[src/rtl/core/wdpm_pkg.sv]
// shared types, constants and match function of the wildcard dna pattern matcher
`timescale 1ns / 1ps

package wdpm_pkg;

   localparam int SYM_W      = 3;
   localparam int LEN_W      = 5;
   localparam int POS_W      = 32;
   localparam int CODE_SLOTS = 16;
   localparam int CODES_W    = SYM_W * CODE_SLOTS;
   localparam int CSR_DATA_W = 64;
   localparam int CSR_ADDR_W = 5;
   localparam int REG_IDX_W  = 2;

   localparam logic [SYM_W-1:0] SYM_BLOCK  = 3'd5;
   localparam logic [SYM_W-1:0] CODE_WILD  = 3'd4;
   localparam logic [SYM_W-1:0] BASE_LIMIT = 3'd4;

   localparam logic [REG_IDX_W-1:0] REG_PATTERN_CODES  = 2'd0;
   localparam logic [REG_IDX_W-1:0] REG_PATTERN_LENGTH = 2'd1;
   localparam logic [REG_IDX_W-1:0] REG_REGION_SIZE    = 2'd2;

   typedef struct packed {
      logic [CODES_W-1:0] pattern_codes;
      logic [LEN_W-1:0]   pattern_length;
      logic [POS_W-1:0]   region_size;
   } cfg_type;

   typedef struct packed {
      logic shift;
      logic clear;
   } cell_ctrl_type;

   function automatic logic position_matches(input logic [SYM_W-1:0] pcode,
                                             input logic [SYM_W-1:0] tsym);
      logic result;
      if (tsym >= BASE_LIMIT) begin
         result = 1'b0;
      end else if (pcode == CODE_WILD) begin
         result = 1'b1;
      end else if (pcode < BASE_LIMIT) begin
         result = (pcode == tsym);
      end else begin
         result = 1'b0;
      end
      return result;
   endfunction

endpackage

[src/rtl/core/wildcard_dna_pattern_matcher_core.sv]
// top level of the wildcard dna pattern matcher: window cell chain, position count, output stage
//
//   channel   direction   ports     contents
//   req       in          req_*     symbol in tdata, start_of_text in tuser
//   rsp       out         rsp_*     match_start in tdata
//   csr       in/out      csr_*     apb, 64-bit data, registers at 0x00, 0x08, 0x10
//
// one item a cycle; a result is registered in the compare stage, then in the output register
// the cell chain shifts once for every accepted item
// synchronous reset fills every cell with the blocking code and zeroes the position count
// a held result stalls the compare stage, which then holds req_tready low
`timescale 1ns / 1ps

module wildcard_dna_pattern_matcher_core #(
   parameter int MAX_PATTERN = 16
) (
   input  logic                              clock,
   input  logic                              reset,
   input  logic                              req_tvalid,
   output logic                              req_tready,
   input  logic [7:0]                        req_tdata,   // [2:0] symbol
   input  logic                              req_tuser,   // [0] start_of_text
   output logic                              rsp_tvalid,
   input  logic                              rsp_tready,
   output logic [31:0]                       rsp_tdata,   // [31:0] match_start
   input  logic                              csr_psel,
   input  logic                              csr_penable,
   input  logic                              csr_pwrite,
   input  logic [wdpm_pkg::CSR_ADDR_W-1:0]   csr_paddr,
   input  logic [wdpm_pkg::CSR_DATA_W-1:0]   csr_pwdata,
   output logic [wdpm_pkg::CSR_DATA_W-1:0]   csr_prdata,
   output logic                              csr_pready
);
   import wdpm_pkg::*;

   localparam int LEN_MAX = (MAX_PATTERN < CODE_SLOTS) ? MAX_PATTERN : CODE_SLOTS;
   localparam int IDX_W   = $clog2(CODE_SLOTS);

   cfg_type           cfg;
   logic [SYM_W-1:0]  pcode [CODE_SLOTS];
   logic [LEN_W-1:0]  len_eff;

   logic              accept;
   logic              out_free;
   logic              eval_go;
   logic              start;
   logic [SYM_W-1:0]  req_symbol;

   logic [SYM_W-1:0]  cell_sym [LEN_MAX];
   logic [LEN_MAX-1:0] cell_ok;

   logic [POS_W-1:0]  count_ff, count_in;
   logic [POS_W-1:0]  pos_in;
   logic [POS_W-1:0]  eval_pos_ff, eval_pos_in;
   logic              eval_valid_ff, eval_valid_in;
   logic              rsp_valid_ff, rsp_valid_in;
   logic [POS_W-1:0]  rsp_data_ff, rsp_data_in;

   logic [POS_W-1:0]  len_less_one;
   logic [POS_W-1:0]  start_pos;
   logic              hit;
   logic              report;

   wdpm_csr u_csr (
      .clock       (clock),
      .reset       (reset),
      .csr_psel    (csr_psel),
      .csr_penable (csr_penable),
      .csr_pwrite  (csr_pwrite),
      .csr_paddr   (csr_paddr),
      .csr_pwdata  (csr_pwdata),
      .csr_prdata  (csr_prdata),
      .csr_pready  (csr_pready),
      .cfg         (cfg)
   );

   always_comb begin
      if (cfg.pattern_length == '0) begin
         len_eff = LEN_W'(1);
      end else if (cfg.pattern_length > LEN_W'(LEN_MAX)) begin
         len_eff = LEN_W'(LEN_MAX);
      end else begin
         len_eff = cfg.pattern_length;
      end
   end

   for (genvar s = 0; s < CODE_SLOTS; s++) begin : g_code
      assign pcode[s] = cfg.pattern_codes[s*SYM_W +: SYM_W];
   end

   assign out_free   = !rsp_valid_ff || rsp_tready;
   assign eval_go    = eval_valid_ff && out_free;
   assign req_tready = !eval_valid_ff || out_free;
   assign accept     = req_tvalid && req_tready;
   assign start      = req_tuser;
   assign req_symbol = req_tdata[SYM_W-1:0];

   // cell j holds the symbol j places back and checks pattern slot len-1-j
   for (genvar j = 0; j < LEN_MAX; j++) begin : g_cell
      cell_ctrl_type     ctrl;
      logic [SYM_W-1:0]  sym_in;
      logic [LEN_W-1:0]  slot;
      logic              active;

      assign slot   = len_eff - LEN_W'(1) - LEN_W'(j);
      assign active = LEN_W'(j) < len_eff;

      if (j == 0) begin : g_head
         assign ctrl.shift = accept;
         assign ctrl.clear = 1'b0;
         assign sym_in     = req_symbol;
      end else begin : g_body
         assign ctrl.shift = accept;
         assign ctrl.clear = start;
         assign sym_in     = cell_sym[j-1];
      end

      wdpm_cell u_cell (
         .clock   (clock),
         .reset   (reset),
         .ctrl    (ctrl),
         .sym_in  (sym_in),
         .code    (pcode[slot[IDX_W-1:0]]),
         .active  (active),
         .sym_out (cell_sym[j]),
         .ok      (cell_ok[j])
      );
   end

   assign hit          = &cell_ok;
   assign len_less_one = POS_W'(len_eff - LEN_W'(1));
   assign start_pos    = eval_pos_ff - len_less_one;
   assign report       = hit && (eval_pos_ff != '1) && (eval_pos_ff >= len_less_one)
                         && (start_pos < cfg.region_size);

   always_comb begin
      pos_in        = start ? '0 : count_ff;
      count_in      = count_ff;
      eval_pos_in   = eval_pos_ff;
      eval_valid_in = eval_valid_ff;
      rsp_valid_in  = rsp_valid_ff;
      rsp_data_in   = rsp_data_ff;
      if (accept) begin
         count_in      = (pos_in == '1) ? pos_in : pos_in + POS_W'(1);
         eval_pos_in   = pos_in;
         eval_valid_in = 1'b1;
      end else if (eval_go) begin
         eval_valid_in = 1'b0;
      end
      if (eval_go) begin
         rsp_valid_in = report;
         if (report) begin
            rsp_data_in = start_pos;
         end
      end else if (rsp_tready) begin
         rsp_valid_in = 1'b0;
      end
   end

   always_ff @(posedge clock) begin
      if (reset) begin
         count_ff      <= '0;
         eval_valid_ff <= 1'b0;
         rsp_valid_ff  <= 1'b0;
      end else begin
         count_ff      <= count_in;
         eval_valid_ff <= eval_valid_in;
         rsp_valid_ff  <= rsp_valid_in;
      end
   end

   always_ff @(posedge clock) begin
      eval_pos_ff <= eval_pos_in;
      rsp_data_ff <= rsp_data_in;
   end

   assign rsp_tvalid = rsp_valid_ff;
   assign rsp_tdata  = rsp_data_ff;

   a_start_pos_zero: assert property (@(posedge clock) disable iff (reset)
      accept && start |=> eval_pos_ff == '0)
      else $error("start item did not get position zero");

   a_count_step: assert property (@(posedge clock) disable iff (reset)
      accept && !start && count_ff != '1 |=> count_ff == $past(count_ff) + POS_W'(1))
      else $error("position count did not advance by one");

   a_stall_blocks_input: assert property (@(posedge clock) disable iff (reset)
      eval_valid_ff && !out_free |-> !req_tready)
      else $error("input taken while compare stage is held");

   a_head_cell_load: assert property (@(posedge clock) disable iff (reset)
      accept |=> cell_sym[0] == $past(req_symbol))
      else $error("head cell did not load the new symbol");

endmodule

[src/rtl/core/wdpm_cell.sv]
// one window cell: holds a text symbol, hands it on and compares it to its pattern code
`timescale 1ns / 1ps

module wdpm_cell (
   input  logic                          clock,
   input  logic                          reset,
   input  wdpm_pkg::cell_ctrl_type       ctrl,
   input  logic [wdpm_pkg::SYM_W-1:0]    sym_in,
   input  logic [wdpm_pkg::SYM_W-1:0]    code,
   input  logic                          active,
   output logic [wdpm_pkg::SYM_W-1:0]    sym_out,
   output logic                          ok
);
   import wdpm_pkg::*;

   logic [SYM_W-1:0] sym_ff;
   logic [SYM_W-1:0] sym_in_next;

   always_comb begin
      sym_in_next = sym_ff;
      if (ctrl.shift) begin
         sym_in_next = ctrl.clear ? SYM_BLOCK : sym_in;
      end
   end

   always_ff @(posedge clock) begin
      if (reset) begin
         sym_ff <= SYM_BLOCK;
      end else begin
         sym_ff <= sym_in_next;
      end
   end

   assign sym_out = sym_ff;
   assign ok      = !active || position_matches(code, sym_ff);

endmodule

[src/rtl/core/wdpm_csr.sv]
// apb register file for pattern codes, pattern length and region size
`timescale 1ns / 1ps

module wdpm_csr (
   input  logic                              clock,
   input  logic                              reset,
   input  logic                              csr_psel,
   input  logic                              csr_penable,
   input  logic                              csr_pwrite,
   input  logic [wdpm_pkg::CSR_ADDR_W-1:0]   csr_paddr,
   input  logic [wdpm_pkg::CSR_DATA_W-1:0]   csr_pwdata,
   output logic [wdpm_pkg::CSR_DATA_W-1:0]   csr_prdata,
   output logic                              csr_pready,
   output wdpm_pkg::cfg_type                 cfg
);
   import wdpm_pkg::*;

   cfg_type               cfg_ff;
   cfg_type               cfg_in;
   logic                  wr_en;
   logic [REG_IDX_W-1:0]  reg_idx;

   assign csr_pready = 1'b1;
   assign wr_en      = csr_psel && csr_penable && csr_pwrite;
   assign reg_idx    = csr_paddr[CSR_ADDR_W-1:CSR_ADDR_W-REG_IDX_W];

   always_comb begin
      cfg_in = cfg_ff;
      if (wr_en) begin
         unique case (reg_idx)
            REG_PATTERN_CODES:  cfg_in.pattern_codes  = csr_pwdata[CODES_W-1:0];
            REG_PATTERN_LENGTH: cfg_in.pattern_length = csr_pwdata[LEN_W-1:0];
            REG_REGION_SIZE:    cfg_in.region_size    = csr_pwdata[POS_W-1:0];
            default:            cfg_in = cfg_ff;
         endcase
      end
   end

   always_comb begin
      unique case (reg_idx)
         REG_PATTERN_CODES:  csr_prdata = CSR_DATA_W'(cfg_ff.pattern_codes);
         REG_PATTERN_LENGTH: csr_prdata = CSR_DATA_W'(cfg_ff.pattern_length);
         REG_REGION_SIZE:    csr_prdata = CSR_DATA_W'(cfg_ff.region_size);
         default:            csr_prdata = '0;
      endcase
   end

   always_ff @(posedge clock) begin
      if (reset) begin
         cfg_ff.pattern_codes  <= '0;
         cfg_ff.pattern_length <= LEN_W'(1);
         cfg_ff.region_size    <= '0;
      end else begin
         cfg_ff <= cfg_in;
      end
   end

   assign cfg = cfg_ff;

endmodule
[config.mk]
export PLATFORM = sky130hd
export DESIGN_NAME = wildcard_dna_pattern_matcher_core
export DESIGN_NICKNAME = d
export VERILOG_FILES = /design/src/rtl/core/wdpm_pkg.sv /design/src/rtl/core/wildcard_dna_pattern_matcher_core.sv /design/src/rtl/core/wdpm_cell.sv /design/src/rtl/core/wdpm_csr.sv
export SDC_FILE = /design/constraint.sdc
export NUM_CORES = 1
export LEC_CHECK = 0
export ABC_AREA = 0
export BUFFER_PORTS_ARGS = -buffer_cell sky130_fd_sc_hd__buf_2
export CAP_MARGIN = 15
export CORE_ASPECT_RATIO = 1.2
export CORE_MARGIN = 2
export CORE_UTILIZATION = 30
export DETAILED_ROUTE_END_ITERATION = 16
export PLACE_DENSITY = 0.5
export SETUP_SLACK_MARGIN = 0.2
export SLEW_MARGIN = 20
export SYNTH_ARGS = -nofsm -noshare
export SYNTH_HDL_FRONTEND = slang
export SYNTH_HIERARCHICAL = 1
export SYNTH_SLANG_ARGS = --single-unit
[constraint.sdc]
create_clock -name clock -period 7.35 [get_ports clock]
set_input_delay 1.47 -clock clock [delete_from_list [all_inputs] [get_ports clock]]
set_output_delay 1.47 -clock clock [all_outputs]
set_load 0.005 [all_outputs]
# Word level (Yosys, flattened, before mapping)
# Cells that the tools add are included.
[word_totals]
register_bits = 231
in_bits = 85
word_cells = 334
[op_classes]
add_sub_neg = 19
order_cmp = 67
n_eq_ne = 36
muxes = 120
n_bitwise = 16
reduce_logical = 52
[ops]
columns = ["operator", "n"]
rows = [
  ["binary-select mux 3 bit (select 4 bit)", 16],
  ["case mux 48 bit (3 select lines)", 1],
  ["2-to-1 mux 3 bit", 47],
  [">= comparator 5 bit, second input constant", 16],
  ["NOT 4 -> 5 bit", 16],
  ["2-to-1 mux 32 bit", 2],
  ["2-to-1 mux 1 bit", 52],
  ["equality test 3 bit", 16],
  ["equality test 3 bit, second input constant", 16],
  [">= comparator 3 bit, second input constant", 16],
  ["< comparator 3 bit, second input constant", 16],
  ["< comparator 4 x 5 -> 1 bit, first input constant", 8],
  ["adder 32 x 1 -> 32 bit, second input constant", 1],
  ["equality test 32 bit, second input constant", 1],
  [">= comparator 32 bit", 1],
  ["< comparator 32 bit", 1],
  ["!= test 32 bit, second input constant", 1],
  ["subtractor 32 bit", 1],
  ["subtractor 4 bit, second input constant", 8],
  ["< comparator 3 x 5 -> 1 bit, first input constant", 4],
  ["logical NOT 1 bit", 18],
  ["logical OR 1 bit", 18],
  ["AND reduction 16 bit", 1],
  ["subtractor 4 x 3 -> 4 bit, second input constant", 4],
  ["other kinds (14)", 29],
]

# Depth between registers and ports, before layout
# Gate-level depths: netlist of the first run.
[logic_depth]
depth_word = 19
mapped_depth = 27
ltp_nobuf = 24

# By module
# Netlist of the first run, hierarchy kept.
[modules_own_cells]
columns = ["module", "n_inst", "cells_per_inst", "area_each_um2", "seq_area_each_um2"]
rows = [
  ["wildcard_dna_pattern_matcher_core", 1, 1013, 9217.6, 2602.5],
  ["wdpm_csr", 1, 446, 4354.2, 1701.6],
  ["wdpm_cell", 16, 18, 168.9, 60.1],
]

# Worst setup path after synthesis of the first run
# OpenSTA, ideal clock, no wires.
[synth_path]
kind = "register -> register"
from = "register u_csr.cfg_ff (netlist bit u_csr/cfg[36])"
to = "register rsp_data_ff[0], in the netlist rsp_tdata[0] (enable)"
arrival_time_ns = 7.335
required_ns = 6.918
slack_ns = -0.417
path_stages_with_launch = 24
path_buffers = 4
period_less_slack_ns = 7.767
cell_sequence = "dfxtp_1 > nand2b_1 > clkbuf_1 > buf_1 > ha_1 > clkbuf_1 > clkinv_1 > buf_1 > ha_1 > nand3b_1 > nand2_1 > o2111ai_2 > or4b_4 > a311o_1 > a211oi_4 > a21oi_2 > o311ai_2 > ha_1 > a21o_1 > a21o_1 > a21oi_1 > o21ai_0 > a211o_1 > a21oi_1"
[synth_between]
word_cells_on_any_way = 237
classes_between = "add/sub: 18; order compare: 35; eq/ne: 32; mux: 98; bitwise: 16; reduce/logical: 38"
[synth_lines]
columns = ["element", "line", "text"]
rows = [
  ["start, declared", "wdpm_csr.sv:18", "cfg_type cfg_ff;"],
  ["start signal, assigned", "wdpm_csr.sv:54", "cfg_ff <= cfg_in;"],
  ["> comparator 5 bit", "wildcard_dna_pattern_matcher_core.sv:80", "end else if (cfg.pattern_length > LEN_W'(LEN_MAX)) begin"],
  ["2-to-1 mux 5 bit", "wildcard_dna_pattern_matcher_core.sv:80", ""],
  ["2-to-1 mux 5 bit *", "wildcard_dna_pattern_matcher_core.sv:78", "if (cfg.pattern_length == '0) begin"],
  ["subtractor 5 x 1 -> 6 bit *", "wildcard_dna_pattern_matcher_core.sv:131", "assign len_less_one = POS_W'(len_eff - LEN_W'(1));"],
  ["subtractor 32 bit *", "wildcard_dna_pattern_matcher_core.sv:132", "assign start_pos = eval_pos_ff - len_less_one;"],
  ["via start_pos[25]", "wildcard_dna_pattern_matcher_core.sv:60", "logic [POS_W-1:0] start_pos;"],
  ["< comparator 32 bit *", "wildcard_dna_pattern_matcher_core.sv:134", "&& (start_pos < cfg.region_size);"],
  ["logical AND 1 bit *", "wildcard_dna_pattern_matcher_core.sv:134", ""],
  ["AND reduction 2 bit (no source line) *", "--", ""],
  ["end signal, assigned", "wildcard_dna_pattern_matcher_core.sv:174", "rsp_data_ff <= rsp_data_in;"],
  ["end, declared", "wildcard_dna_pattern_matcher_core.sv:57", "logic [POS_W-1:0] rsp_data_ff, rsp_data_in;"],
]
# Mark *: on every way through the listed nets, which the timed path passes. The rest lies on a longest branch. The select of a mux whose other input is x is not followed.
# A chain may end at the register's enable or synchronous reset.

# Worst setup path in the final report of the first run
[layout_path]
from = "register u_csr.cfg_ff (netlist bit u_csr/cfg[36])"
to = "register rsp_data_ff[7], in the netlist rsp_tdata[7] (enable)"
# Same word-level chain as after synthesis.

==> flow_metrics.tcl, run 1 <==
set metrics [dict create \
    htree_levels 1 \
    clk_pin_slew_ns 0.06 \
    maxCapViolCount 0 \
    fin_nets 2024 \
    worst_slew_margin_rel 0.352 \
    intPower_w 0.00229 \
    timing.final.crit_period_ns 6.37 \
    netlist_top_cells_area "dfxtp_1 (21%), mux2i_1 (19%), edfxtp_1 (12%)" \
    critPathKind "register to register" \
    cp-startpoint "u_csr/cfg[36]" \
    avgRoutedWirePerCell_um 18.9 \
    drive_above_1_share 0.128 \
    min_from "u_csr/cfg[21]" \
    finalHoldViolCount 0 \
    dieHeight_um 259 \
    slew_violations 0 \
    io_buffers 142 \
    ir_drop_uv 139 \
    ios 184 \
    leakage_nw 7.32 \
    clockBufferDepth 3 \
    clkLatencyLatePin_ns 0.56 \
    gp_congestion 0.906 \
    fin_skew_ns 0.0144 \
    initial_core_util 0.303 \
    cts_setup_buffers 0 \
    rsz0062_at_grt "no" \
    worstHoldPathType "register to register" \
    cp.required_ns 7.60 \
    synth-edff-count 64 \
    ant_nets 0 \
    synth_top_area_frac 0.205 \
    grt_usage 0.170 \
    fin_util 0.345 \
    synth_top_area_cell "dfxtp_1" \
    r2r_start "u_csr/cfg[36]" \
    layout_common_cells "mux2i_1 (310), nand2b_1 (185), dfxtp_1 (167), buf_2 (141), nor2_1 (103)" \
    clock_power_share 0.427 \
    reg2regPathDepth 25 \
    ys_async_sr_fraction 0 \
    first_iter_violations 753 \
    area_growth_pct 13.6 \
    end_kind "register" \
    vias_per_cell 5.06 \
    netlist_area_sq_um 16300 \
    start_kind "register" \
    comb_power_share 0.142 \
    swShare 0.267 \
    status "finished, final reports clean" \
    crit_arrival_ns 6.62 \
    ys_seq_area_frac 0.324 \
    die_width_um 217 \
    ys_ff_latch 231 \
    rows 93 \
    clock-sinks 231 \
    whs_path_depth 2 \
    fmax_mhz 157 \
    cts_buffers 26 \
    power_frac_seq 0.431 \
    die-area_sq_um 56100 \
    clockRootBuffer "clkbuf_16" \
    yosys_warnings 6 \
    cts_tree "done" \
    diodes 0 \
    fin_setup_tns_ns 0 \
    grt_pass1_wl_mm 75.5 \
    powerDensity_nw_per_um2 169 \
    final_common_cell "mux2i_1" \
    setup_violations 0 \
    tightest_slew_ns 0.972 \
    grt_pass1_vias 12900 \
    synthFlopType "dfxtp_1" \
    dr.pass1.iters 5 \
    power_switching_w 0.000836 \
    path_max_fanout 32 \
    yosysUniqueCellTypes 77 \
    overflow 0 \
    syn_inst 1747 \
    cts_hold_buf 0 \
    core-area_sq_um 53600 \
    hpwl_mm 38.0 \
    cts_resized 0 \
    avgSynthCellArea_sq_um 9.32 \
    grt_max_degree 116 \
    timing.final.crit_share 0.866 \
    vias 13100 \
    antenna_found_initial 1 \
    routed_wl_mm 49.0 \
    drc 0 \
]
==> worst max-delay path, cell delays in order, from the launching register on <==
cell and delay [ns]:
dfxtp_1 0.41, buf_4 0.25, nand2b_1 0.17, ha_1 0.21, inv_1 0.07, a21oi_1 0.11
nand2_1 0.25, buf_4 0.32, ha_1 0.44, nand2_1 0.12, nor4_1 0.40, o311ai_0 0.22
o211a_1 0.19, a21oi_1 0.25, a21oi_1 0.15, a21oi_1 0.18, xor2_1 0.20, ha_1 0.23
nand4b_1 0.16, nor3_1 0.40, nand3_1 0.14, a21oi_1 0.21, o21ai_0 0.15, a211o_1 0.40
a21oi_4 0.17, buf_12 0.23
==> synthesized netlist by cell type (4+ instances only) <==
cell	count
nor3_1	29
buf_4	23
nand3b_1	17
nor2b_1	40
a21oi_1	74
edfxtp_1	64
a31oi_1	26
buf_1	10
nor2_1	103
nand2_1	91
ha_1	79
xnor2_1	49
o22ai_1	33
or3_1	4
and2_1	24
and4bb_1	16
clkbuf_1	45
nor4_1	7
mux2i_1	310
xor2_1	24
dfxtp_1	167
and3_1	8
buf_2	11
o311ai_2	17
a21o_1	31
a211o_1	4
nand2b_1	185
o21a_1	6
a211oi_1	6
or2b_1	16
nand4_1	31
nand3_1	23
inv_1	56
o21ai_0	44
==> power by group through the flow <==
stage | clock, W | sequential (W) | combinational [W]
3_3_place_gp | 0 | 0.00137 | 0.000438
5_1_grt | 0.00142 | 0.00135 | 0.000491
4_1_cts | 0.00138 | 0.00135 | 0.000445
3_5_place_dp | 0 | 0.00138 | 0.000443
2_1_floorplan | 0 | 0.00137 | 0.000320
6_report | 0.00134 | 0.00135 | 0.000444
==> per-layer routing <==
metal | share of wire | vias up | wire length, um | GRT usage
li1 | - | 6463 | - | -
met1 | 0.45 | 6312 | 22000 | 0.216
met2 | 0.48 | 257 | 23700 | 0.299
met3 | 0.034 | 65 | 1660 | 0.0153
met4 | 0.034 | 2 | 1670 | 0.0618
met5 | 0.00022 | - | 11 | 0
==> per-stage QoR <==
| step | setup WS (ns) | hold slack [ns] | power [W] | cell area (sq um) | cells |
|---|---|---|---|---|---|
| 2_1_floorplan | 0.297 | 0.462 | 0.00169 | 16300 | 1763 |
| 3_3_place_gp | 1.09 | 0.478 | 0.00181 | 17600 | 2543 |
| 3_5_place_dp | 1.07 | 0.491 | 0.00182 | 17600 | 2543 |
| 4_1_cts | 1.00 | 0.500 | 0.00317 | 18500 | 2591 |
| 5_1_grt | 0.592 | 0.513 | 0.00326 | 18500 | 2591 |
| 6_report | 0.982 | 0.500 | 0.00313 | 18500 | 2591 |
==> state kept, by name, indices dropped and copies added, names as in the netlist <==
| register | count |
|---|---|
| g_cell.u_cell/sym_out | 48 |
| eval_valid_ff | 1 |
| rsp_tvalid | 1 |
| eval_pos_ff | 32 |
| count_ff | 32 |
| rsp_tdata | 32 |
| u_csr/cfg | 85 |
==> worst paths after layout <==
path                   end  slack, ns
max           rsp_tdata[7]       0.98
min          u_csr/cfg[21]       0.50
max reg2reg   rsp_tdata[7]       0.98
min reg2reg  u_csr/cfg[21]       0.50
==> cell type report <==
class / count / area, sq um
fillers: 5550 / 35200
multi-input cells: 1377 / 10300
flip-flops and latches: 231 / 5270
well taps: 712 / 891
repair buffers: 162 / 880
clock buffers: 34 / 712
inverters: 61 / 233
clock inverters: 14 / 158
==> cells by family (layout without fill, tap and decap cells) <==
group / count (synthesis) / in the layout / share of synthesized area
compound gates: 277 / 277 / 0.119
xor+xnor: 74 / 74 / 0.0403
fa+ha+maj: 81 / 81 / 0.0626
buf+inv: 155 / 271 / 0.0460
flops: 231 / 231 / 0.324
mux: 310 / 310 / 0.191
other cells: 3 / 19 / 0.000692
simple gates: 616 / 616 / 0.217
No activity file was read; power rests on OpenSTA's default activity.
==> run 2: changes to the inputs <==
- ABC_AREA: 0 -> unset
- PLACE_DENSITY: 0.5 -> 0.49
- clock period: 7.35 -> 6.9 ns (I/O delays scaled with it)
==> run 2 against run 1 <==
- die area is the same
- register-to-register slack worse by 0.30 ns
- clock power is essentially flat
- first-iteration DRC count decreased by 1.6%
- sequential share of layout area about the same
- hold slack got worse by 0.0041 ns
- power up 4.8%
- count of clock-buffer cells in the layout rose by 3
- sequential cell count unchanged
- via count down 0.80%
- clock skew grew 0.0015 ns
- design area is essentially flat
==> flow_metrics.tcl, run 2 (same netlist as run 1, synthesis figures left out) <==
set metrics [dict create \
    status "finished, final reports clean" \
    gp_congestion 0.914 \
    multi_input_area_sq_um 10300 \
    critPathKind "register to register" \
    finalHoldViolCount 0 \
    leakage_nw 7.32 \
    routed_wl_mm 49.8 \
    power_switching_w 0.000882 \
    tightest_slew_ns 0.980 \
    drc 0 \
    clock_power_share 0.417 \
    antenna_found_initial 2 \
    fmax_mhz 161 \
    nFillCells 5500 \
    ir_drop_uv 151 \
    end_kind "register" \
    fin_skew_ns 0.0159 \
    intPower_w 0.00240 \
    rsz0062_at_grt "no" \
    dieHeight_um 259 \
    grt_max_degree 116 \
    slew_violations 0 \
    first_iter_violations 741 \
    area_growth_pct 13.6 \
    seq_area_sq_um 5270 \
    cp.required_ns 7.14 \
    ios 184 \
    cts_tree "done" \
    timing.final.crit_period_ns 6.22 \
    hpwl_mm 38.9 \
    place_ws_ns 0.556 \
    p_total_w 0.00328 \
    clk_pin_slew_ns 0.06 \
    worst_slew_margin_rel 0.347 \
    vias_per_cell 5.01 \
    cts_setup_buffers 0 \
    die-area_sq_um 56100 \
    fin_setup_tns_ns 0 \
    avgRoutedWirePerCell_um 19.2 \
    dr.pass1.iters 5 \
    grt_usage 0.173 \
    ant_nets 0 \
    setup_violations 0 \
    placedCellCount 2547 \
    cts_buffers 26 \
    powerDensity_nw_per_um2 177 \
    comb_power_share 0.145 \
    layout_common_cells "mux2i_1 (310), nand2b_1 (185), dfxtp_1 (167), buf_2 (141), nor2_1 (103)" \
    grt_pass1_vias 12900 \
    overflow 0 \
    clockRootBuffer "clkbuf_16" \
    start_kind "register" \
    final_common_cell "mux2i_1" \
    vias 13000 \
    timing.final.crit_share 0.902 \
    power_frac_seq 0.438 \
    fin_nets 2028 \
    setup_ws_ns 0.680 \
    clock-sinks 231 \
    grt_pass1_wl_mm 76.4 \
    htree_levels 1 \
    clockBufferDepth 3 \
    core-area_sq_um 53600 \
    swShare 0.269 \
    clkLatencyLatePin_ns 0.56 \
    maxCapViolCount 0 \
    largest_register_ffs 85 \
    die_width_um 217 \
    io_buffers 142 \
    crit_arrival_ns 6.46 \
    worstHoldPathType "register to register" \
    rows 93 \
    path_max_fanout 32 \
    final_cells 2596 \
    drive_above_1_share 0.130 \
    initial_core_util 0.303 \
]
[run 2: cell count changes in the layout (fill, tap and decap cells not counted), sizes merged]
cell      before  now
buf          162  166
clkinvlp       1    2
diode          0    1
clkbuf        34   37
clkinv        13   10
bufinv         3    2
[run 2: area by class of cell]
class / count / share of cell area
Multi-Input combinational cell: 1377 / 0.560
Inverter: 61 / 0.0126
Clock buffer: 37 / 0.0385
Sequential cell: 231 / 0.285
Antenna cell: 1 / 0.000135
Tap cell: 712 / 0.0482
Timing Repair Buffer: 166 / 0.0497
Clock inverter: 11 / 0.00636
[run 2: critical path, cell delays in order (launching register included)]
cell,delay (ns)
dfxtp_1,0.41
buf_4,0.23
and2b_1,0.34
inv_4,0.16
ha_1,0.18
inv_1,0.04
o21ai_0,0.27
xor2_1,0.21
ha_1,0.31
and2_1,0.20
o2111ai_2,0.09
or4b_4,0.54
a311o_1,0.45
a211oi_4,0.33
a21oi_2,0.10
o311ai_2,0.35
ha_1,0.32
a21o_1,0.16
a21o_1,0.17
a21oi_1,0.13
o21ai_0,0.11
a211o_1,0.40
a21oi_4,0.17
buf_12,0.23
[run 2: per-stage QoR]
step,instance area [sq um],util,hold slack (ns)
floorplan,16300,-,0.462
global placement,17700,0.329,0.477
detailed placement,17700,0.329,0.489
CTS,18500,0.345,0.498
global route,18500,0.345,0.511
finish,18500,0.345,0.496
[run 2: final timing paths]
path            startpoint      endpoint  slack (ns)  cells past startpoint
max          u_csr/cfg[36]  rsp_tdata[2]        0.68                     23
min           u_csr/cfg[3]  u_csr/cfg[3]        0.50                      2
max reg2reg  u_csr/cfg[36]  rsp_tdata[2]        0.68                     23
min reg2reg   u_csr/cfg[3]  u_csr/cfg[3]        0.50                      2
[run 2: routing by layer]
metal  up-vias  wire length [um]  global-route usage
li1       6469                 -                   -
met1      6276             22500               0.220
met2       200             24800               0.313
met3        47              1520              0.0189
met4         2               926              0.0424
met5         -                 7                   0
[run 2: power groups by stage]
stage / Clock [W] / Combinational (W) / Sequential [W]
after floorplan: 0 / 0.000341 / 0.00146
after global placement: 0 / 0.000467 / 0.00146
after detailed placement: 0 / 0.000474 / 0.00147
after CTS: 0.00141 / 0.000477 / 0.00144
after global routing: 0.00146 / 0.000526 / 0.00144
final: 0.00137 / 0.000476 / 0.00144
[run 2: what timing repair did]
item	4_1_cts	5_1_grt
hold buffers	0	0
setup endpoints to repair	0	32
gates resized for setup	0	1
==> run 3: changes to the inputs <==
- CORE_UTILIZATION: 30 -> 60
- PLACE_DENSITY: 0.49 -> 0.84
- RECOVER_POWER: unset -> 25
- TNS_END_PERCENT: unset -> 10
==> run 3 against run 2 <==
- the flow now finishes with violations (max-capacitance violations, max-slew violations)
- die area fell by 49%
- wire length down 11%
- power shrank 3.3%
- combinational power hardly changed
- critical path type unchanged
- non-clock buffer count grew 14
- sequential cell count did not move
- clock skew is 0.0028 ns higher
- design area fell by 2.4%
==> flow_metrics.tcl, run 3 (same netlist as run 1, synthesis figures left out) <==
set metrics [dict create \
    status "finished with violations" \
    violations "max-capacitance violations, max-slew violations" \
    ir_drop_uv 131 \
    drc 0 \
    start_kind "register" \
    diodes 0 \
    cts_tree "done" \
    use_met2 0.531 \
    worstHoldPathType "register to register" \
    final_common_cell "mux2i_1" \
    fin_hold_ws_ns 0.499 \
    rows 66 \
    grt_max_degree 144 \
    slew_violations 118 \
    finalHoldViolCount 0 \
    setup_violations 0 \
    grt_pass1_wl_mm 69.4 \
    clockBufferDepth 3 \
    cts_buffers 24 \
    tightest_slew_ns 2.62 \
    antenna_found_initial 0 \
    met1_usage 0.394 \
    reg2regPathDepth 25 \
    crit_arrival_ns 6.70 \
    met3_usage 0.0277 \
    fin_skew_ns 0.0186 \
    dieHeight_um 184 \
    critPathKind "register to register" \
    powerDensity_nw_per_um2 176 \
    die_width_um 154 \
    clock-sinks 231 \
    largest_register_ffs 85 \
    grt_pass1_vias 13100 \
    gp_congestion 1.02 \
    io_buffers 142 \
    initial_core_util 0.605 \
    area_growth_pct 10.8 \
    dr.pass1.iters 6 \
    worstHoldEndpoint "u_csr/cfg[10]" \
    nFillCells 2132 \
    fin_nets 2041 \
    leakage_nw 7.29 \
    ant_nets 0 \
    die-area_sq_um 28500 \
    min_from "u_csr/cfg[10]" \
    r2r_setup_slack_ns 0.48 \
    rsz0062_at_grt "no" \
    cp.required_ns 7.18 \
    drive_above_1_share 0.122 \
    maxCapViolCount 3 \
    htree_levels 1 \
    routed_wl_mm 44.6 \
    fin_setup_tns_ns 0 \
    grt-busiest-layer "met2" \
    clkLatencyLatePin_ns 0.54 \
    grt_usage 0.303 \
    first_iter_violations 1264 \
    r2r_start "u_csr/cfg[36]" \
    layout_common_cells "mux2i_1 (310), nand2b_1 (185), dfxtp_1 (167), buf_2 (119), nor2_1 (103)" \
    worst_slew_margin_rel -0.746 \
    avgRoutedWirePerCell_um 19.9 \
    timing.final.crit_period_ns 6.42 \
    overflow 0 \
    fmax_mhz 156 \
    path_max_fanout 23 \
    hpwl_mm 33.7 \
    core-area_sq_um 26900 \
    cts_hold_buf 0 \
    timing.final.crit_share 0.930 \
    vias_per_cell 6.12 \
    ios 184 \
    clk_pin_slew_ns 0.06 \
    end_kind "register" \
    r2r_end "rsp_tdata[2]" \
    whs_path_depth 2 \
    clockRootBuffer "clkbuf_16" \
    vias 13700 \
]
## run 3: cell count changes in the layout (fill, tap and decap cells not counted), sizes merged
cell,previous run,this run
inv,58,59
clkbuf,37,56
bufinv,2,1
clkinv,10,12
buf,166,155
a21oi,75,76
diode,1,0
## run 3: worst max path at each step
stage,start,end,slack (ns),cells after the start
global route,u_csr/cfg[36],rsp_tdata[3],0.28,24
CTS,u_csr/cfg[36],rsp_tdata[10],0.24,25
floorplan,u_csr/cfg[36],rsp_tdata[0],0.37,24
detailed placement,u_csr/cfg[36],rsp_tdata[20],0.18,23
global placement,u_csr/cfg[36],rsp_tdata[3],0.38,23
finish,u_csr/cfg[36],rsp_tdata[2],0.48,25
## run 3: metal layers
layer,vias to the layer above,share of wire
li1,6515,-
met1,6608,0.43
met2,467,0.48
met3,78,0.056
met4,0,0.033
met5,-,0
## run 3: through the flow
step	power (W)	std cells	instance area, sq um	utilization	setup slack [ns]
after global placement	0.00191	2187	17300	0.641	0.382
final	0.00317	2234	18000	0.670	0.484
after CTS	0.00318	2232	18000	0.670	0.242
after floorplan	0.00180	1763	16300	-	0.370
after detailed placement	0.00193	2187	17300	0.641	0.184
after global routing	0.00328	2234	18000	0.670	0.277
## run 3: timing repair
action | in CTS | in global routing
cloned | 1 | 0
setup buffers | 0 | 2
hold endpoints to repair | 0 | 0
pin swaps | 0 | 0
gates resized for setup | 0 | 1
setup endpoints to repair | 32 | 32
## run 3: area by class of cell
type | count | area [sq um] | area share
repair buffers | 180 | 1000 | 0.0555
inverters | 61 | 233 | 0.0129
clock buffers | 31 | 658 | 0.0365
clock inverters | 13 | 96.3 | 0.00534
flip-flops and latches | 231 | 5270 | 0.292
well taps | 340 | 425 | 0.0236
multi-input cells | 1378 | 10400 | 0.574
## run 3: worst max-delay path: stages (launching register included)
cell,delay [ns]
dfxtp_1,0.45
buf_4,0.19
nand2b_1,0.22
ha_1,0.24
inv_1,0.07
a21oi_1,0.11
nand2_1,0.22
buf_12,0.25
ha_1,0.36
a21o_1,0.21
a21oi_1,0.19
o2111ai_1,0.16
a2111oi_0,0.41
buf_4,0.19
nor2_1,0.04
and2_1,0.17
o211a_1,0.21
a311oi_1,0.62
ha_1,0.21
nand4_1,0.17
nor2_1,0.19
nand2_1,0.10
a2111oi_0,0.54
a211o_1,0.35
a21oi_4,0.06
buf_12,0.19
## run 3: power by group
part           internal (W)  total, W  leakage (nW)  switching, W
logic              0.000197  0.000479          4.98      0.000282
clock network      0.000712   0.00126         0.367      0.000546
registers           0.00142   0.00144          1.94     0.0000192
